$ cat src/rtl/lcdws_pkg.sv
`default_nettype none

package lcdws_pkg;

  // request kinds
  localparam logic [2:0] ACT_INIT   = 3'd0;
  localparam logic [2:0] ACT_CMD    = 3'd1;
  localparam logic [2:0] ACT_DATA   = 3'd2;
  localparam logic [2:0] ACT_CURSOR = 3'd3;
  localparam logic [2:0] ACT_CLEAR  = 3'd4;
  localparam logic [2:0] ACT_NUMBER = 3'd5;
  localparam logic [2:0] ACT_GLYPH  = 3'd6;

  // configuration register indexes
  localparam logic [1:0] CFG_POWERUP = 2'd0;
  localparam logic [1:0] CFG_EN_HIGH = 2'd1;
  localparam logic [1:0] CFG_EN_LOW  = 2'd2;

  // hd44780 command bytes
  localparam logic [7:0] LCD_FUNC_8BIT = 8'h38;
  localparam logic [7:0] LCD_DISP_ON   = 8'h0C;
  localparam logic [7:0] LCD_CLEAR     = 8'h01;
  localparam logic [7:0] LCD_ENTRY     = 8'h06;
  localparam logic [7:0] LCD_DDRAM_R0  = 8'h80;
  localparam logic [7:0] LCD_DDRAM_R1  = 8'hC0;
  localparam logic [3:0] ASCII_ZERO_HI = 4'h3;
  localparam logic [1:0] CGRAM_HI      = 2'b01;

  localparam int unsigned NUM_BITS   = 32;
  localparam int unsigned NUM_DIGITS = 10;
  localparam int unsigned PC_W       = 4;
  localparam int unsigned CNT_W      = 5;

  localparam logic [CNT_W-1:0] CNT_DABBLE = CNT_W'(NUM_BITS - 1);
  localparam logic [CNT_W-1:0] CNT_DIGITS = CNT_W'(NUM_DIGITS - 1);
  localparam logic [CNT_W-1:0] CNT_GLYPH  = CNT_W'(7);

  // routine entry points in the control store
  localparam logic [PC_W-1:0] PC_INIT   = 4'd0;
  localparam logic [PC_W-1:0] PC_CMD    = 4'd5;
  localparam logic [PC_W-1:0] PC_DATA   = 4'd6;
  localparam logic [PC_W-1:0] PC_CURSOR = 4'd7;
  localparam logic [PC_W-1:0] PC_CLEAR  = 4'd8;
  localparam logic [PC_W-1:0] PC_NUMBER = 4'd9;
  localparam logic [PC_W-1:0] PC_GLYPH  = 4'd12;

  typedef enum logic [2:0] {
    OP_IDLE_EV,
    OP_BYTE,
    OP_DABBLE,
    OP_SKIPZ,
    OP_NOP
  } op_t;

  typedef enum logic [2:0] {
    SRC_LIT,
    SRC_IN,
    SRC_CURSOR,
    SRC_DIGIT,
    SRC_CGADDR,
    SRC_GLYPH,
    SRC_SLOT
  } src_t;

  typedef struct packed {
    op_t              op;
    src_t             src;
    logic             rs;
    logic [1:0]       gap;
    logic [7:0]       lit;
    logic             rep;
    logic             skip_cur;
    logic             fin;
    logic             ld;
    logic [CNT_W-1:0] ld_val;
  } uop_t;

  typedef struct packed {
    logic load;
    logic dabble;
    logic shift;
  } bcd_ctl_t;

endpackage

`default_nettype wire

$ cat src/rtl/lcdws_ucode.sv
`default_nettype none

module lcdws_ucode
  import lcdws_pkg::*;
(
  input  wire logic [PC_W-1:0] pc,
  input  wire logic [2:0]      action,
  output uop_t                 uop,
  output logic [PC_W-1:0]      entry_pc,
  output logic                 entry_ok
);

  always_comb begin
    uop = '{op: OP_NOP, src: SRC_LIT, rs: 1'b0, gap: 2'd0, lit: 8'h00, rep: 1'b0,
            skip_cur: 1'b0, fin: 1'b1, ld: 1'b0, ld_val: '0};
    unique case (pc)
      // power-up init
      4'd0: uop = '{OP_IDLE_EV, SRC_LIT, 1'b0, 2'd0, 8'h00, 1'b0, 1'b0, 1'b0, 1'b0, '0};
      4'd1: uop = '{OP_BYTE, SRC_LIT, 1'b0, 2'd1, LCD_FUNC_8BIT, 1'b0, 1'b0, 1'b0, 1'b0, '0};
      4'd2: uop = '{OP_BYTE, SRC_LIT, 1'b0, 2'd1, LCD_DISP_ON, 1'b0, 1'b0, 1'b0, 1'b0, '0};
      4'd3: uop = '{OP_BYTE, SRC_LIT, 1'b0, 2'd2, LCD_CLEAR, 1'b0, 1'b0, 1'b0, 1'b0, '0};
      4'd4: uop = '{OP_BYTE, SRC_LIT, 1'b0, 2'd0, LCD_ENTRY, 1'b0, 1'b0, 1'b1, 1'b0, '0};
      // raw command, data char, cursor, clear
      4'd5: uop = '{OP_BYTE, SRC_IN, 1'b0, 2'd0, 8'h00, 1'b0, 1'b0, 1'b1, 1'b0, '0};
      4'd6: uop = '{OP_BYTE, SRC_IN, 1'b1, 2'd0, 8'h00, 1'b0, 1'b0, 1'b1, 1'b0, '0};
      4'd7: uop = '{OP_BYTE, SRC_CURSOR, 1'b0, 2'd0, 8'h00, 1'b0, 1'b1, 1'b1, 1'b0, '0};
      4'd8: uop = '{OP_BYTE, SRC_LIT, 1'b0, 2'd0, LCD_CLEAR, 1'b0, 1'b0, 1'b1, 1'b0, '0};
      // decimal print
      4'd9: uop = '{OP_DABBLE, SRC_LIT, 1'b0, 2'd0, 8'h00, 1'b1, 1'b0, 1'b0, 1'b1,
                    CNT_DIGITS};
      4'd10: uop = '{OP_SKIPZ, SRC_LIT, 1'b0, 2'd0, 8'h00, 1'b0, 1'b0, 1'b0, 1'b0, '0};
      4'd11: uop = '{OP_BYTE, SRC_DIGIT, 1'b1, 2'd0, 8'h00, 1'b1, 1'b0, 1'b1, 1'b0, '0};
      // custom character
      4'd12: uop = '{OP_BYTE, SRC_CGADDR, 1'b0, 2'd0, 8'h00, 1'b0, 1'b0, 1'b0, 1'b1,
                     CNT_GLYPH};
      4'd13: uop = '{OP_BYTE, SRC_GLYPH, 1'b1, 2'd0, 8'h00, 1'b1, 1'b0, 1'b0, 1'b0, '0};
      4'd14: uop = '{OP_BYTE, SRC_CURSOR, 1'b0, 2'd0, 8'h00, 1'b0, 1'b1, 1'b0, 1'b0, '0};
      4'd15: uop = '{OP_BYTE, SRC_SLOT, 1'b1, 2'd0, 8'h00, 1'b0, 1'b0, 1'b1, 1'b0, '0};
      default: ;
    endcase
  end

  always_comb begin
    entry_ok = 1'b1;
    entry_pc = PC_INIT;
    unique case (action)
      ACT_INIT:   entry_pc = PC_INIT;
      ACT_CMD:    entry_pc = PC_CMD;
      ACT_DATA:   entry_pc = PC_DATA;
      ACT_CURSOR: entry_pc = PC_CURSOR;
      ACT_CLEAR:  entry_pc = PC_CLEAR;
      ACT_NUMBER: entry_pc = PC_NUMBER;
      ACT_GLYPH:  entry_pc = PC_GLYPH;
      default:    entry_ok = 1'b0;
    endcase
  end

endmodule

`default_nettype wire

$ cat src/rtl/lcdws_bcd.sv
`default_nettype none

module lcdws_bcd
  import lcdws_pkg::*;
(
  input  wire logic                clk,
  input  wire bcd_ctl_t            ctl,
  input  wire logic [NUM_BITS-1:0] number,
  output logic [3:0]               top_digit
);

  localparam int unsigned BCD_W = 4 * NUM_DIGITS;

  logic [NUM_BITS-1:0] bin_r, bin_nxt;
  logic [BCD_W-1:0]    bcd_r, bcd_nxt;
  logic [BCD_W-1:0]    adj;

  // add-3 correction on every digit before the shift
  always_comb begin
    for (int d = 0; d < NUM_DIGITS; d++) begin
      adj[4*d +: 4] = (bcd_r[4*d +: 4] >= 4'd5) ? bcd_r[4*d +: 4] + 4'd3 : bcd_r[4*d +: 4];
    end
  end

  always_comb begin
    bin_nxt = bin_r;
    bcd_nxt = bcd_r;
    if (ctl.load) begin
      bin_nxt = number;
      bcd_nxt = '0;
    end else if (ctl.dabble) begin
      bin_nxt = {bin_r[NUM_BITS-2:0], 1'b0};
      bcd_nxt = {adj[BCD_W-2:0], bin_r[NUM_BITS-1]};
    end else if (ctl.shift) begin
      bcd_nxt = {bcd_r[BCD_W-5:0], 4'd0};
    end
  end

  always_ff @(posedge clk) begin
    bin_r <= bin_nxt;
    bcd_r <= bcd_nxt;
  end

  assign top_digit = bcd_r[BCD_W-1 -: 4];

endmodule

`default_nettype wire

$ cat src/rtl/char_lcd_write_sequencer.sv
`default_nettype none

// channel  dir  handshake            payload
// in_      in   in_valid/in_ready    action byte_value row column number glyph_rows glyph_slot
// out_     out  out_valid/out_ready  reg_select read_write data_bus enable wait_ms last
// cfg_     in   cfg_we               cfg_index cfg_wdata
//
// a request is taken only while idle, then its routine runs step by step;
// each byte is two transactions (enable high, enable low), a skipped cursor step sends none
// a decimal print converts all 32 bits of the number to bcd, drops leading zeros
// and prints the remaining digits; a glyph sends its cgram address and 8 pattern rows
// a stalled output holds the step counter on byte steps, conversion runs on
// reset restores the register defaults and empties the output register

module char_lcd_write_sequencer
  import lcdws_pkg::*;
#(
  parameter int unsigned COLUMNS = 16
) (
  input  wire logic        clk,
  input  wire logic        rst_n,
  input  wire logic        in_valid,
  output logic             in_ready,
  input  wire logic [2:0]  in_action,
  input  wire logic [7:0]  in_byte_value,
  input  wire logic [1:0]  in_row,
  input  wire logic [7:0]  in_column,
  input  wire logic [31:0] in_number,
  input  wire logic [63:0] in_glyph_rows,
  input  wire logic [2:0]  in_glyph_slot,
  output logic             out_valid,
  input  wire logic        out_ready,
  output logic             out_reg_select,
  output logic             out_read_write,
  output logic [7:0]       out_data_bus,
  output logic             out_enable,
  output logic [7:0]       out_wait_ms,
  output logic             out_last,
  input  wire logic        cfg_we,
  input  wire logic [1:0]  cfg_index,
  input  wire logic [7:0]  cfg_wdata
);

  localparam logic [7:0] COL_LIM = 8'(COLUMNS);

  // configuration
  logic [7:0] powerup_r;
  logic [3:0] en_high_r;
  logic [3:0] en_low_r;

  // sequencer state
  logic             busy_r, busy_nxt;
  logic [PC_W-1:0]  pc_r, pc_nxt;
  logic             phase_r, phase_nxt;
  logic [CNT_W-1:0] cnt_r, cnt_nxt;

  // captured request
  logic [7:0]  byte_r;
  logic [1:0]  row_r;
  logic [7:0]  col_r;
  logic [2:0]  slot_r;
  logic [63:0] glyph_r, glyph_nxt;

  // output register
  logic       out_valid_r;
  logic       out_rs_r;
  logic [7:0] out_data_r;
  logic       out_en_r;
  logic [7:0] out_wait_r;
  logic       out_last_r;

  uop_t            uop;
  logic [PC_W-1:0] entry_pc;
  logic            entry_ok;
  bcd_ctl_t        bcd_ctl;
  logic [3:0]      top_digit;

  logic       in_fire;
  logic       can_emit;
  logic       cur_ok;
  logic [7:0] cur_byte;
  logic [7:0] src_byte;
  logic       emit;
  logic       e_rs;
  logic [7:0] e_data;
  logic       e_en;
  logic [7:0] e_wait;
  logic       e_last;
  logic       looping;

  lcdws_ucode u_ucode (
    .pc       (pc_r),
    .action   (in_action),
    .uop      (uop),
    .entry_pc (entry_pc),
    .entry_ok (entry_ok)
  );

  lcdws_bcd u_bcd (
    .clk       (clk),
    .ctl       (bcd_ctl),
    .number    (in_number),
    .top_digit (top_digit)
  );

  assign in_ready = !busy_r;
  assign in_fire  = in_valid && in_ready;
  // output register frees up in the same cycle it is taken
  assign can_emit = !out_valid_r || out_ready;

  // cursor command, dropped when off screen
  assign cur_ok   = (row_r <= 2'd1) && (col_r < COL_LIM);
  assign cur_byte = (row_r[0] ? LCD_DDRAM_R1 : LCD_DDRAM_R0) + col_r;

  always_comb begin
    case (uop.src)
      SRC_LIT:    src_byte = uop.lit;
      SRC_IN:     src_byte = byte_r;
      SRC_CURSOR: src_byte = cur_byte;
      SRC_DIGIT:  src_byte = {ASCII_ZERO_HI, top_digit};
      SRC_CGADDR: src_byte = {CGRAM_HI, slot_r, 3'b000};
      SRC_GLYPH:  src_byte = glyph_r[7:0];
      SRC_SLOT:   src_byte = {5'd0, slot_r};
      default:    src_byte = uop.lit;
    endcase
  end

  // a repeating step stays put until its count runs out
  assign looping = uop.rep && (cnt_r != '0);

  always_comb begin
    busy_nxt  = busy_r;
    pc_nxt    = pc_r;
    phase_nxt = phase_r;
    cnt_nxt   = cnt_r;
    glyph_nxt = glyph_r;
    bcd_ctl   = '{load: 1'b0, dabble: 1'b0, shift: 1'b0};
    emit      = 1'b0;
    e_rs      = uop.rs;
    e_data    = src_byte;
    e_en      = !phase_r;
    e_wait    = phase_r ? {4'd0, en_low_r} + {6'd0, uop.gap} : {4'd0, en_high_r};
    e_last    = 1'b0;

    if (busy_r) begin
      unique case (uop.op)
        OP_IDLE_EV: begin
          if (can_emit) begin
            emit   = 1'b1;
            e_rs   = 1'b0;
            e_data = 8'h00;
            e_en   = 1'b0;
            e_wait = powerup_r;
            e_last = uop.fin;
            pc_nxt = 4'(pc_r + 1'b1);
            busy_nxt = !uop.fin;
          end
        end
        OP_BYTE: begin
          if (uop.skip_cur && !cur_ok) begin
            pc_nxt   = 4'(pc_r + 1'b1);
            busy_nxt = !uop.fin;
          end else if (can_emit) begin
            emit = 1'b1;
            if (!phase_r) begin
              phase_nxt = 1'b1;
            end else begin
              // byte done on the enable-low event
              phase_nxt = 1'b0;
              e_last    = uop.fin && !looping;
              // next pattern row only after a pattern byte
              if (uop.src == SRC_GLYPH) glyph_nxt = {8'd0, glyph_r[63:8]};
              if (looping) begin
                cnt_nxt       = cnt_r - 1'b1;
                bcd_ctl.shift = (uop.src == SRC_DIGIT);
              end else begin
                pc_nxt   = 4'(pc_r + 1'b1);
                busy_nxt = !uop.fin;
                if (uop.ld) cnt_nxt = uop.ld_val;
              end
            end
          end
        end
        OP_DABBLE: begin
          bcd_ctl.dabble = 1'b1;
          if (looping) begin
            cnt_nxt = cnt_r - 1'b1;
          end else begin
            pc_nxt = 4'(pc_r + 1'b1);
            if (uop.ld) cnt_nxt = uop.ld_val;
          end
        end
        OP_SKIPZ: begin
          // drop leading zeros, always keep the last digit
          if (top_digit == 4'd0 && cnt_r != '0) begin
            bcd_ctl.shift = 1'b1;
            cnt_nxt       = cnt_r - 1'b1;
          end else begin
            pc_nxt = 4'(pc_r + 1'b1);
          end
        end
        default: busy_nxt = 1'b0;
      endcase
    end else if (in_fire) begin
      busy_nxt     = entry_ok;
      pc_nxt       = entry_pc;
      phase_nxt    = 1'b0;
      cnt_nxt      = CNT_DABBLE;
      glyph_nxt    = in_glyph_rows;
      bcd_ctl.load = 1'b1;
    end
  end

  always_ff @(posedge clk) begin
    if (!rst_n) begin
      busy_r      <= 1'b0;
      pc_r        <= PC_INIT;
      phase_r     <= 1'b0;
      cnt_r       <= '0;
      out_valid_r <= 1'b0;
      powerup_r   <= 8'd50;
      en_high_r   <= 4'd1;
      en_low_r    <= 4'd1;
    end else begin
      busy_r  <= busy_nxt;
      pc_r    <= pc_nxt;
      phase_r <= phase_nxt;
      cnt_r   <= cnt_nxt;
      if (emit) begin
        out_valid_r <= 1'b1;
      end else if (out_ready) begin
        out_valid_r <= 1'b0;
      end
      if (cfg_we) begin
        case (cfg_index)
          CFG_POWERUP: powerup_r <= cfg_wdata;
          CFG_EN_HIGH: en_high_r <= cfg_wdata[3:0];
          CFG_EN_LOW:  en_low_r  <= cfg_wdata[3:0];
          default: ;
        endcase
      end
    end
  end

  // payload registers, no reset needed
  always_ff @(posedge clk) begin
    glyph_r <= glyph_nxt;
    if (in_fire) begin
      byte_r <= in_byte_value;
      row_r  <= in_row;
      col_r  <= in_column;
      slot_r <= in_glyph_slot;
    end
    if (emit) begin
      out_rs_r   <= e_rs;
      out_data_r <= e_data;
      out_en_r   <= e_en;
      out_wait_r <= e_wait;
      out_last_r <= e_last;
    end
  end

  assign out_valid      = out_valid_r;
  assign out_reg_select = out_rs_r;
  assign out_read_write = 1'b0;
  assign out_data_bus   = out_data_r;
  assign out_enable     = out_en_r;
  assign out_wait_ms    = out_wait_r;
  assign out_last       = out_last_r;

  // unknown action is dropped without starting a routine
  a_drop_unknown: assert property (@(posedge clk) disable iff (!rst_n)
    in_fire && !entry_ok |=> !busy_r)
    else $error("unknown action started a routine");

  // enable-low half of a byte only inside a byte step
  a_phase_in_byte: assert property (@(posedge clk) disable iff (!rst_n)
    phase_r |-> busy_r && uop.op == OP_BYTE)
    else $error("byte phase set outside a byte step");

  // conversion never produces a transaction
  a_dabble_quiet: assert property (@(posedge clk) disable iff (!rst_n)
    busy_r && uop.op == OP_DABBLE && out_valid_r |=> !(out_valid_r && !$past(out_ready))
      || $stable(out_data_bus))
    else $error("output changed during conversion");

  // digit count stays within ten digits
  a_digit_count: assert property (@(posedge clk) disable iff (!rst_n)
    busy_r && uop.op == OP_BYTE && uop.src == SRC_DIGIT |-> cnt_r <= CNT_DIGITS)
    else $error("digit counter out of range");

endmodule

`default_nettype wire
$ cat config.mk
export PLATFORM = sky130hd
export DESIGN_NAME = char_lcd_write_sequencer
export DESIGN_NICKNAME = d
export VERILOG_FILES = /design/src/rtl/lcdws_pkg.sv /design/src/rtl/lcdws_ucode.sv /design/src/rtl/lcdws_bcd.sv /design/src/rtl/char_lcd_write_sequencer.sv
export SDC_FILE = /design/constraint.sdc
export NUM_CORES = 1
export LEC_CHECK = 0
export BUFFER_PORTS_ARGS = -buffer_cell sky130_fd_sc_hd__clkbuf_2
export CORE_MARGIN = 8
export CORE_UTILIZATION = 55
export CTS_CLUSTER_SIZE = 20
export DETAILED_ROUTE_END_ITERATION = 10
export HOLD_SLACK_MARGIN = 0.02
export PLACE_DENSITY = 0.82
export SLEW_MARGIN = 25
export SYNTH_ARGS = -nofsm -noshare
export SYNTH_HDL_FRONTEND = slang
export SYNTH_HIERARCHICAL = 1
export SYNTH_SLANG_ARGS = --single-unit
export TNS_END_PERCENT = 20
$ cat constraint.sdc
create_clock -name clk -period 9.8 [get_ports clk]
set_input_delay 0.49 -clock clk [delete_from_list [all_inputs] [get_ports clk]]
set_output_delay 0.49 -clock clk [all_outputs]
set_load 0.01 [all_outputs]
# [Word level (Yosys, flattened, before mapping)]
# Memories as Yosys holds them, arrays and structs flattened. A register that Yosys moved wholly into a read port is not among the register bits.
# Index checks and enable logic that the tools add are counted.
[totals] reg_bits=204 mem_bits_ro=352 in_bits=135 output_inout_bits=22 wordCells=203 n_memories=1
[memory_table] name="(no name shown)" words=16 word_bits=22 rd=1 rd_clocked_by_memory_dff=1 wr=0 line="lcdws_ucode.sv:16" text="unique case (pc)"
[classes] addsub=14 order_cmp=12 n_eq_ne=32 n_mux=93 n_reduce_logical=31
[op_table] cell="$mux W64" count=7
[op_table] cell="$mux W40" count=2
[op_table] cell="$mux W4" count=19
[op_table] cell="$mux W32" count=2
[op_table] cell="$mux W8" count=6
[op_table] cell="$pmux W8 S6" count=1
[op_table] cell="$mux W5" count=9
[op_table] cell="$ge A4 B3 Y1 const B" count=10
[op_table] cell="$mux W1" count=37
[op_table] cell="$add A4 B2 Y4 const B" count=9
[op_table] cell="$pmux W4 S6" count=1
[op_table] cell="$eq A3 B2 Y1 const B" count=6
[op_table] cell="$eq A3 B3 Y1 const B" count=6
[op_table] cell="$ne A3 B3 Y1 const B" count=6
[op_table] cell="$reduce_and A6 Y1" count=3
[op_table] cell="$pmux W4 S4" count=1
[op_table] cell="$pmux W5 S3" count=1
[op_table] cell="$eq A3 B1 Y1 const B" count=3
[op_table] cell="$add A8 B8 Y8" count=1
[op_table] cell="$lt A8 B5 Y1 const B" count=1
[op_table] cell="$ne A2 B1 Y1 const B" count=4
[op_table] cell="$ne A4 B4 Y1 const B" count=2
[op_table] cell="$reduce_bool A2 Y1" count=4
[op_table] cell="$mux W7" count=1
[op_table] cell="other kinds (25)" count=40

# [Logic depth before layout (Yosys ltp)]
# Gate-level depths: netlist of the first run.
[logic_depth] word_depth=10 ltp_mapped=13 ltp_nobuf=11

# [By module]
# Netlist of the first run, hierarchy kept.
[by_module_without_submodules] mod="char_lcd_write_sequencer" instances=1 cells_per_inst=479 area_per_inst_um2=6130.9 seq_area_each_um2=3683.5
[by_module_without_submodules] mod="lcdws_bcd" instances=1 cells_per_inst=386 area_per_inst_um2=4042.6 seq_area_each_um2=1761.7
[by_module_without_submodules] mod="lcdws_ucode" instances=1 cells_per_inst=60 area_per_inst_um2=446.7 seq_area_each_um2=0.0

# [Least setup slack after synthesis of the first run]
# No wires, ideal clock.
[synth_timing] kind="register to register" from="reg, netlist name pc_r[0]" to="reg glyph_r[0] (enable)" setup_ns=0.499 t_arrival_ns=4.774 required_time_ns=9.301 slack_ns=4.527 stages_incl_launch_ff=9 n_path_buf=0 period_less_slack_ns=5.273 path_cell_list="dfxtp_1 inv_1 ha_1 mux2i_1 o21ai_1 clkinv_1 nor2_1 nand4_1 o21bai_1"
[synth_rtl] element="to (signal assigned)" line="char_lcd_write_sequencer.sv:247" text="glyph_r <= glyph_nxt;"
[synth_rtl] element="to (decl)" line="char_lcd_write_sequencer.sv:62" text="logic [63:0] glyph_r, glyph_nxt;"

==> summary.md, run 1 <==
| Metric | Value |
|---|---|
| Status | completed |
| Die H | 155.0 um |
| Post-DRT Antenna Nets | 0 |
| Max Cap Viol | 0 |
| Post-synth cell types | 72 |
| Worst-path fanout max | 40 |
| Starting Density | 55.29% |
| Worst EP required | 10.23 ns |
| Die Wd | 155.0 um |
| Tcrit/Tclk final | 41.23% |
| Cells after synthesis | 925 |
| Cell area power density | 168.4 nW/um^2 |
| Worst path max stage delay | 0.64 ns |
| Hold_sp | in_column[6] |
| Hold slack | 0.1590 ns |
| Largest net degree at the start of global routing | 94 |
| DIE AREA | 24010 sq um |
| RSZ-0062 raised after global routing | no |
| Num rows | 51 |
| FF-to-FF Start | pc_r[0] |
| Sequential share of the synthesized area | 51.27% |
| Wire length per cell | 16.97 um |
| Synthesized area | 10620 sq um |
| Postcts setup bufs | 0 |
| GRT overflow | 0 |
| Static leakage | 4.431 nW |
| First-pass GRT wire length | 36.53 mm |
| H-tree Lvls | 1 |
| Final Skew | 0.01627 ns |
| DRC errors left | 0 |
| WP buf/inv | 4 |
| CP Cell Sequence | inv_1, ha_1, mux2i_1, o21ai_1, buf_4, clkinv_1, or4_1, a21oi_4, buf_4, nor2b_1, a32oi_1, a21oi_1 |
| Number of cells after detailed placement | 1294 |
| CP max stage cell | or4_1 |
| Reg clk slew, reported paths | 0.06 ns |
| Tot Pwr | 2.057 mW |
| # resized after CTS | 0 |
| Number of synthesized register bits | 204 |
| Dpl ws | 5.839 ns |
| VDD IR-drop max | 0.0001508 V |
| PortBufs | 155 |
| Core Area | 19210 sq um |
| Crit. Startpoint | pc_r[0] |
| Fmax | 0.2475 GHz |
| Diode count | 0 |
| CTS Hold Buffers Added | 0 |
| Delay-heaviest family, CP | simple AND/OR/NAND/NOR gates |
| Area Growth Syn to Fin | 15.00% |
| Layout net count | 1221 |
| Max_slew headroom | 35.32% |
| Final Wtd Congestion | 0.8746 |
| R2R Setup Slk | 5.76 ns |
| Setup Viol. Count Final | 0 |
| Worst-case clock buffer depth | 3 |
| Max-slew violations | 0 |
| Root Buffer | clkbuf_16 |
| I/O pin count | 157 |
| Initial antenna violation count | 0 |
| Num CTS Buffers | 22 |
| Critical Path End | u_bcd/bcd_r[19] |
| Mean Syn Cell Area | 11.48 sq um |
| Routed WL | 22.62 mm |
| CTS sink count | 204 |
| Post-synth EDFFs | 136 |
| Worst reg2reg path depth | 12 |
| Nature of the critical path endpoint | flop |
| Share of layout cells above drive strength 1 | 28.75% |
| CP startpoint kind | flop |
| Setup WS post-layout | 5.760 ns |
| Yosys Warn Count | 6 |
| CP Depth | 12 |
| Hold Vio Cnt, Final | 0 |
| Fin Setup TNS | 0 ns |
| Via-to-Cell Ratio | 5.642 |
| CP arrival | 4.47 ns |
| Tmin final | 4.040 ns |
| Footprint of the multi-input gates | 4707 sq um |
| Detailed-router iteration count before antenna repair | 5 |
| DP Wirelength | 15.32 mm |
| CP most frequent cell | buf_4 |
| Share of flip-flops with an asynchronous set or reset | 0% |
| Storage element area | 5446 sq um |
| Min-Delay Path Class | in -> reg |
| Clk_lat worst skew | 0.51 ns |
| Setup CP Type | reg -> reg |
| Iter 0 DRT Violations | 504 |
| Ys flop type | edfxtp_1 |
| Global Route Usage Sum | 18.30% |
| Vias in the first global route | 7485 |
| Layout fillers | 1479 |
| Via count | 7521 |
| Slew at the pin closest to its max-slew limit | 0.9687 ns |
| TritonCTS clock tree | done |
| Non-filler cells, final | 1333 |
| R2R Path End | u_bcd/bcd_r[19] |
## worst min-delay path by stage
stage / slack (ns) / endpoint / cells after the start
after detailed placement: 0.47 / en_high_r[0] / 2
after floorplan: 0.43 / powerup_r[5] / 2
final: 0.16 / col_r[6] / 1
after CTS: 0.15 / col_r[6] / 1
after global placement: 0.46 / powerup_r[1] / 2
after global routing: 0.15 / col_r[6] / 1
## synthesized netlist by cell type, drive strengths merged, types with 4 or more instances
cell type / count / area [sq um]
a211oi: 25 / 187.7
a21oi: 48 / 247.7
a311oi: 4 / 35.03
a32oi: 10 / 87.58
and2: 7 / 43.79
and3: 7 / 43.79
buf: 44 / 290.3
clkbuf: 21 / 78.83
dfxtp: 68 / 1361
edfxtp: 136 / 4084
ha: 32 / 400.4
inv: 37 / 138.9
mux2: 99 / 1115
mux2i: 47 / 470.5
nand2: 56 / 215.2
nand2b: 20 / 125.1
nand3: 6 / 30.03
nand3b: 4 / 30.03
nand4b: 20 / 175.2
nor2: 63 / 244.0
nor2b: 16 / 100.1
nor3: 10 / 50.05
nor3b: 24 / 195.2
o21ai: 47 / 235.2
o221ai: 13 / 113.9
o22ai: 5 / 31.28
o311ai: 6 / 52.55
or3: 4 / 26.28
xor2: 4 / 35.03
## layer usage
layer / routed length [um] / vias up / global-route usage (%)
met5: 0 / - / 0
met2: 10930 / 231 / 31.37
met1: 9483 / 3551 / 22.20
li1: - / 3686 / -
met3: 1599 / 53 / 4.632
met4: 614 / 0 / 5.880
## cells by family after synthesis
| kind of cell | count (synthesis) | share of synthesized area [%] |
|---|---|---|
| AND/OR/NAND/NOR | 250 | 13.03 |
| flip-flops | 204 | 51.27 |
| AO/OA/AOI/OAI | 180 | 11.35 |
| multiplexers | 146 | 14.93 |
| buffers and inverters | 103 | 4.819 |
| adder cells (fa/ha/maj) | 33 | 3.958 |
| XOR/XNOR | 7 | 0.5773 |
| other | 2 | 0.07071 |
## registers in the layout, indices dropped and copies added, names as in the netlist, 3 cells and up
signal	flops
byte_r	8
cnt_r	5
en_high_r	4
out_wait_ms	8
powerup_r	8
out_data_bus	8
u_bcd/bcd_r	40
u_bcd/bin_r	32
en_low_r	4
glyph_r	64
slot_r	3
col_r	8
pc_r	4
## cell type report
| type | instances | area share [%] |
|---|---|---|
| clock buffers | 28 | 4.774 |
| flip-flops and latches | 204 | 44.60 |
| inverters | 38 | 1.168 |
| repair buffers | 166 | 7.028 |
| well taps | 265 | 2.715 |
| clock inverters | 11 | 1.178 |
| multi-input cells | 621 | 38.54 |
## placed cells by master, fill, tap and decap left out, types with 3 or more instances in the layout
master,Yosys,routed
o21ai_1,15,15
a21oi_1,46,45
xnor2_1,3,3
clkbuf_2,0,155
a311oi_1,4,4
clkinv_2,0,5
a211oi_1,25,25
clkbuf_16,0,22
nand3b_1,4,4
and3_1,7,7
or3_1,3,3
nand2_1,54,54
o21ai_0,32,32
mux2i_1,47,47
o22ai_1,5,5
nor3b_2,3,3
nor3_1,10,10
o221ai_1,13,13
dfxtp_1,68,67
mux2_1,17,17
a32oi_1,10,10
mux2_2,82,82
ha_1,32,32
bufinv_16,0,3
xor2_1,4,4
conb_1,2,5
inv_1,35,35
and2_1,7,7
nand4b_1,20,20
nor2_1,62,61
nand2b_1,20,20
clkbuf_1,21,5
nor2b_1,16,16
o311ai_1,6,6
nor3b_1,21,21
edfxtp_1,136,136
nand3_1,6,6
buf_4,19,11
## per-stage QoR
step	area, sq um	util (%)
2_1_floorplan	10630	-
3_3_place_gp	11490	59.80
3_5_place_dp	11490	59.80
4_1_cts	12210	63.59
5_1_grt	12210	63.59
6_report	12210	63.59
## power breakdown
part	internal, mW	switching (mW)
Combinational	0.101	0.113
Clock	0.502	0.331
Sequential	0.986	0.0234
Total	1.59	0.468
No activity file was read; power rests on OpenSTA's default activity.
==> inputs of run 2 (changes only) <==
Settings changed: CORE_UTILIZATION 55 to 52.
Clock period 9.8 ns to 3.5 ns, I/O delays scaled along.
==> run 2 against run 1 <==
Combinational power rose to 3.6 times the previous value. Via count rose by 14%. Worst hold slack worse by 0.049 ns. Register-to-register slack worse by 5.6 ns. Clock skew is 0.0028 ns higher. Final cell count is 11% higher. Worst setup slack worse by 5.6 ns. Sequential power rose to 2.8 times the previous value. Power rose to 2.9 times the previous value. Utilization rose by 3.6 points. Largest cell class unchanged. Highest routed layer is now met5.
==> summary.md, run 2 (synthesized netlist as in run 1, its figures left out) <==
| Metric | Value |
|---|---|
| Status | completed (unchanged) |
| Logic pwr share | 13.3% (was 10.4%) |
| Switching power | 1.448 mW (was 467.6 uW) |
| Slew at the pin closest to its max-slew limit | 0.9058 ns (was 0.9687 ns) |
| Min-Delay Path Class | in -> reg (unchanged) |
| CTS sink count | 204 (unchanged) |
| Tcrit/Tclk final | 94.33% (was 41.23%) |
| Num rows | 52 (was 51) |
| GRT overflow | 0 (unchanged) |
| Post-DRT Antenna Nets | 0 (unchanged) |
| Core Area | 20170 sq um (was 19210 sq um) |
| Cell area power density | 433.8 nW/um^2 (was 168.4 nW/um^2) |
| Via-to-Cell Ratio | 5.796 (was 5.642) |
| Tmin final | 3.302 ns (was 4.040 ns) |
| Wire length per cell | 20.00 um (was 16.97 um) |
| DP Wirelength | 16.02 mm (was 15.32 mm) |
| Hold Vio Cnt, Final | 0 (unchanged) |
| Placed Area | 11600 sq um (was 11490 sq um) |
| DRC errors left | 0 (unchanged) |
| Die H | 158.9 um (was 155.0 um) |
| VDD IR-drop max | 0.0004906 V (was 0.0001508 V) |
| Layout fillers | 1395 (was 1479) |
| Final core occ | 67.20% (was 63.59%) |
| CP arrival | 3.48 ns (was 4.47 ns) |
| Clock power frac | 38.5% (was 40.5%) |
| Final Wtd Congestion | 0.8783 (was 0.8746) |
| Switching part of the total | 24.62% (was 22.73%) |
| Commonest non-fill, non-tap cells in the layout | 155 x clkbuf_2, 136 x edfxtp_1, 125 x dlygate4sd3_1 (was 155 x clkbuf_2, 136 x edfxtp_1, 82 x mux2_2) |
| Setup CP Type | reg -> reg (unchanged) |
| Fmax | 0.3029 GHz (was 0.2475 GHz) |
| CP startpoint kind | flop (unchanged) |
| Die Wd | 158.9 um (was 155.0 um) |
| Largest reg by FF count | glyph_r (unchanged) |
| Seq pwr share | 48.2% (was 49.1%) |
| Share of layout cells above drive strength 1 | 26.06% (was 28.75%) |
| Area Growth Syn to Fin | 27.63% (was 15.00%) |
| I/O pin count | 157 (unchanged) |
| Hold slack | 0.1097 ns (was 0.1590 ns) |
| Root Buffer | clkbuf_16 (unchanged) |
| First-pass GRT wire length | 46.32 mm (was 36.53 mm) |
| Initial antenna violation count | 4 (was 0) |
| Max Cap Viol | 0 (unchanged) |
| RSZ-0062 raised after global routing | no (unchanged) |
| Final Skew | 0.01907 ns (was 0.01627 ns) |
| Internal Power | 4.432 mW (was 1.589 mW) |
| Worst EP required | 3.68 ns (was 10.23 ns) |
| Biggest regs | glyph_r x64, u_bcd/bcd_r x40, u_bcd/bin_r x32 (unchanged) |
| Starting Density | 52.66% (was 55.29%) |
| Worst-path fanout max | 54 (was 40) |
| PortBufs | 155 (unchanged) |
| Layout net count | 1357 (was 1221) |
| Commonest non-fill, non-tap cell in the layout | clkbuf_2 (unchanged) |
| Static leakage | 4.986 nW (was 4.431 nW) |
| Worst-case clock buffer depth | 3 (unchanged) |
| Vias in the first global route | 8734 (was 7485) |
| Via count | 8566 (was 7521) |
| Iter 0 DRT Violations | 669 (was 504) |
| TritonCTS clock tree | done (unchanged) |
| Largest net degree at the start of global routing | 70 (was 94) |
| Global Route Usage Sum | 22.38% (was 18.30%) |
| Reg clk slew, reported paths | 0.07 ns (was 0.06 ns) |
| Nature of the critical path endpoint | flop (unchanged) |
| Clk_lat worst skew | 0.51 ns (about the same) |
| Max reg flops | 64 (unchanged) |
| # resized after CTS | 0 (unchanged) |
| Max_slew headroom | 39.39% (was 35.32%) |
| Detailed-router iteration count before antenna repair | 5 (unchanged) |
| Final Cell Area | 13550 sq um (was 12210 sq um) |
| Num CTS Buffers | 23 (was 22) |
| Fin Setup TNS | 0 ns (unchanged) |
| DIE AREA | 25250 sq um (was 24010 sq um) |
| Setup Viol. Count Final | 0 (unchanged) |
| Routed WL | 29.57 mm (was 22.62 mm) |
| Max-slew violations | 0 (unchanged) |
| H-tree Lvls | 1 (unchanged) |
==> run 2: cell count changes in the layout (fill, tap and decap cells not counted), moves of 2 or more <==
cell,before,now
clkinv_4,0,2
buf_4,11,18
clkinv_2,5,1
buf_12,0,3
bufinv_16,3,1
diode_2,0,3
dlygate4sd3_1,0,125
clkinv_1,2,8
==> run 2: layer usage <==
metal	vias up	wire length, um	GRT usage [%]
li1	3964	-	-
met1	4071	10650	23.97
met2	428	14980	39.76
met3	101	2285	5.429
met4	2	1642	12.82
met5	-	11	0
==> run 2: repair_timing <==
action	CTS	global route
hold buffers	124	1
endpoints found under the setup margin	0	0
buffers inserted	0	0
hold endpoints to repair	132	1
==> run 2: critical path, stage by stage, from the launching register on <==
cell and delay, ns:
dfxtp_1 0.51, inv_1 0.14, ha_1 0.37, mux2i_1 0.10, o21ai_1 0.23, clkinv_1 0.14, buf_4 0.19, nor2_1 0.23
nand4_1 0.21, o21bai_4 0.47, buf_12 0.36
==> run 2: power by group through the flow <==
stage	Sequential, mW	Combinational (mW)	Clock [mW]
after global routing	2.84	0.839	2.39
after floorplan	2.85	0.438	0
final	2.83	0.780	2.27
after detailed placement	2.87	0.621	0
after CTS	2.82	0.739	2.26
after global placement	2.86	0.605	0
==> run 2: cell type report <==
class / count / area, sq um / share of cell area, %
Clock buffer: 27 / 590.6 / 4.357
Sequential cell: 204 / 5446 / 40.18
Tap cell: 270 / 337.8 / 2.492
Antenna cell: 3 / 7.507 / 0.05539
Multi-Input combinational cell: 621 / 4707 / 34.73
Timing Repair Buffer: 301 / 2222 / 16.39
Clock inverter: 14 / 100.1 / 0.7385
Inverter: 38 / 142.6 / 1.052
==> run 2: final timing paths <==
check / endpoint / slack [ns] / startpoint / cells after the start
hold / removal: busy_r / 0.11 / in_action[2] / 4
setup reg to reg: glyph_r[40] / 0.20 / pc_r[0] / 10
hold reg to reg: powerup_r[4] / 0.47 / powerup_r[4] / 2
setup / recovery: glyph_r[40] / 0.20 / pc_r[0] / 10
==> run 2: per-stage QoR <==
stage                     std cells  power, mW  worst slack, ns
after floorplan                 928      3.291           0.2428
after global placement         1309      3.467           0.4590
after detailed placement       1309      3.489           0.3620
after CTS                      1474      5.816           0.2969
after global routing           1478      6.071          0.04753
final                          1478      5.880           0.1984
==> inputs of run 3 (changes only) <==
Settings changed: REMOVE_ABC_BUFFERS set to 1.
==> run 3 against run 2 <==
Utilization rose by 0.31 points. Register-to-register slack improved by 0.09 ns. Cell area up 0.46%. Worst hold slack got worse by 0.041 ns. Fmax up 3.0%. Largest cell class unchanged.
==> summary.md, run 3 (synthesized netlist as in run 1, its figures left out) <==
| Metric | Value |
|---|---|
| GRT overflow | 0 (unchanged) |
| Setup CP Type | reg -> reg (unchanged) |
| Final Cell Area | 13620 sq um (was 13550 sq um) |
| Die Wd | 158.9 um (unchanged) |
| DRC errors left | 0 (unchanged) |
| DP Wirelength | 16.29 mm (was 16.02 mm) |
| PortBufs | 155 (unchanged) |
| Layout net count | 1358 (was 1357) |
| Commonest non-fill, non-tap cell in the layout | clkbuf_2 (unchanged) |
| Vias in the first global route | 8281 (was 8734) |
| Worst EP required | 3.87 ns (was 3.68 ns) |
| Area Growth Syn to Fin | 28.22% (was 27.63%) |
| Static leakage | 5.026 nW (was 4.986 nW) |
| Tcrit/Tclk final | 91.62% (was 94.33%) |
| Setup Viol. Count Final | 0 (unchanged) |
| Hold slack | 0.06877 ns (was 0.1097 ns) |
| Via-to-Cell Ratio | 5.538 (was 5.796) |
| Nature of the critical path endpoint | flop (unchanged) |
| Reg clk slew, reported paths | 0.06 ns (was 0.07 ns) |
| First-pass GRT wire length | 42.44 mm (was 46.32 mm) |
| CP max stage cell | or4_1 (was dfxtp_1) |
| VDD IR-drop max | 0.0003592 V (was 0.0004906 V) |
| Final Wtd Congestion | 0.8842 (was 0.8783) |
| Tot Pwr | 5.961 mW (was 5.880 mW) |
| Die H | 158.9 um (unchanged) |
| Number of cells after detailed placement | 1310 (was 1309) |
| DIE AREA | 25250 sq um (unchanged) |
| Hold Vio Cnt, Final | 0 (unchanged) |
| Global Route Usage Sum | 19.96% (was 22.38%) |
| Non-filler cells, final | 1481 (was 1478) |
| Worst-case clock buffer depth | 3 (unchanged) |
| CP arrival | 3.58 ns (was 3.48 ns) |
| Num rows | 52 (unchanged) |
| CP startpoint kind | flop (unchanged) |
| Critical Path End | u_bcd/bcd_r[10] (was glyph_r[40]) |
| CTS sink count | 204 (unchanged) |
| Worst reg2reg path depth | 11 (was 10) |
| Cell area power density | 437.8 nW/um^2 (was 433.8 nW/um^2) |
| I/O pin count | 157 (unchanged) |
| Biggest regs | glyph_r x64, u_bcd/bcd_r x40, u_bcd/bin_r x32 (unchanged) |
| Status | completed (unchanged) |
| Placed Area | 11610 sq um (was 11600 sq um) |
| R2R Path End | u_bcd/bcd_r[10] (was glyph_r[40]) |
| Max-slew violations | 0 (unchanged) |
| Detailed-router iteration count before antenna repair | 5 (unchanged) |
| Slew at the pin closest to its max-slew limit | 0.8219 ns (was 0.9058 ns) |
| RSZ-0062 raised after global routing | no (unchanged) |
| Worst-path fanout max | 14 (was 54) |
| Core Area | 20170 sq um (unchanged) |
| Clk_lat worst skew | 0.52 ns (was 0.51 ns) |
| Routed WL | 26.14 mm (was 29.57 mm) |
| Via count | 8202 (was 8566) |
| Max reg flops | 64 (unchanged) |
| Share of layout cells above drive strength 1 | 26.35% (was 26.06%) |
| Iter 0 DRT Violations | 696 (was 669) |
| Num CTS Buffers | 23 (unchanged) |
| Wire length per cell | 17.65 um (was 20.00 um) |
| Commonest non-fill, non-tap cells in the layout | 155 x clkbuf_2, 136 x edfxtp_1, 125 x dlygate4sd3_1 (unchanged) |
| Starting Density | 52.66% (unchanged) |
| Final Skew | 0.01790 ns (was 0.01907 ns) |
| Postcts setup bufs | 0 (unchanged) |
| FF-to-FF Start | pc_r[1] (was pc_r[0]) |
| CP Cell Sequence | ha_1, mux2i_1, o21ai_1, nor2b_1, nand4_1, or4_1, a21oi_4, buf_4, mux2_1, nand2_1, o311ai_1 (was inv_1, ha_1, mux2i_1, o21ai_1, clkinv_1, buf_4, nor2_1, nand4_1, o21bai_4, buf_12) |
| Initial antenna violation count | 4 (unchanged) |
| Min-Delay Path Class | in -> reg (unchanged) |
| Largest net degree at the start of global routing | 65 (was 70) |
| Fmax | 0.3118 GHz (was 0.3029 GHz) |
| R2R Setup Slk | 0.29 ns (was 0.20 ns) |
| Hold path cells | 4 (unchanged) |
| Tmin final | 3.207 ns (was 3.302 ns) |
| TritonCTS clock tree | done (unchanged) |
| Max_slew headroom | 45.21% (was 39.39%) |
| Root Buffer | clkbuf_16 (unchanged) |
| Crit. Startpoint | pc_r[1] (was pc_r[0]) |
| Largest reg by FF count | glyph_r (unchanged) |
| H-tree Lvls | 1 (unchanged) |
| Post-DRT Antenna Nets | 0 (unchanged) |
| Max Cap Viol | 0 (unchanged) |
| Worst path max stage delay | 0.48 ns (was 0.51 ns) |
==> run 3: changes by cell type in the layout (fill, tap and decap cells not counted), moves of 2 or more <==
cell / delta
clkinv_1: -6
clkinv_2: +2
clkbuf_8: +3
clkbuf_1: +4
==> run 3: worst min-delay path by stage <==
stage	start	end	slack (ns)
2_1_floorplan	rst_n	en_high_r[0]	0.24
3_3_place_gp	in_byte_value[5]	byte_r[5]	0.35
3_5_place_dp	in_byte_value[6]	byte_r[6]	0.35
4_1_cts	cfg_index[0]	powerup_r[1]	0.05
5_1_grt	cfg_index[0]	powerup_r[1]	0.09
6_report	cfg_index[0]	powerup_r[1]	0.07
==> run 3: routing by layer <==
layer  routed length [um]  vias up  global-route usage, %
met5                    0        -                      0
met4                  643        0                  6.132
met1                10570     3892                  24.09
met2                13190      298                  35.18
met3                 1739       50                  4.137
li1                     -     3962                      -
==> run 3: stage by stage <==
| step | util (%) | setup WS [ns] | TNS [ns] |
|---|---|---|---|
| detailed placement | 57.57 | 0.3796 | 0 |
| CTS | 67.46 | 0.3205 | 0 |
| global route | 67.51 | 0.06521 | 0 |
| global placement | 57.57 | 0.4455 | 0 |
| finish | 67.51 | 0.2933 | 0 |
| floorplan | - | -2.651 | -360.41 |
==> run 3: final cells by class <==
type	count	area, sq um
timing repair buffer	302	2230
antenna	4	10.01
inverter	38	142.6
clock inverter	8	96.34
clock buffer	34	646.9
tap	270	337.8
sequential	204	5446
fill	1474	6553
multi-input combinational	621	4707
==> run 3: worst max-delay path: cells and delay by family (launching register included) <==
kind | cells | cell delay, ns
mux | 2 | 0.46
simple gates | 4 | 1.06
fa+ha+maj | 1 | 0.31
buf+inv | 1 | 0.26
compound gates | 3 | 0.52
flops | 1 | 0.46
==> run 3: timing repair <==
item	CTS	global route
endpoints found under the setup margin	0	0
resized for setup	0	0
endpoints found under the hold margin	133	0
hold buffers	125	0
==> run 3: where the power goes <==
group          leakage [nW]  switching [mW]  internal, mW
logic                  2.81           0.360         0.387
registers              1.85          0.0692          2.76
clock network         0.365           0.954          1.43
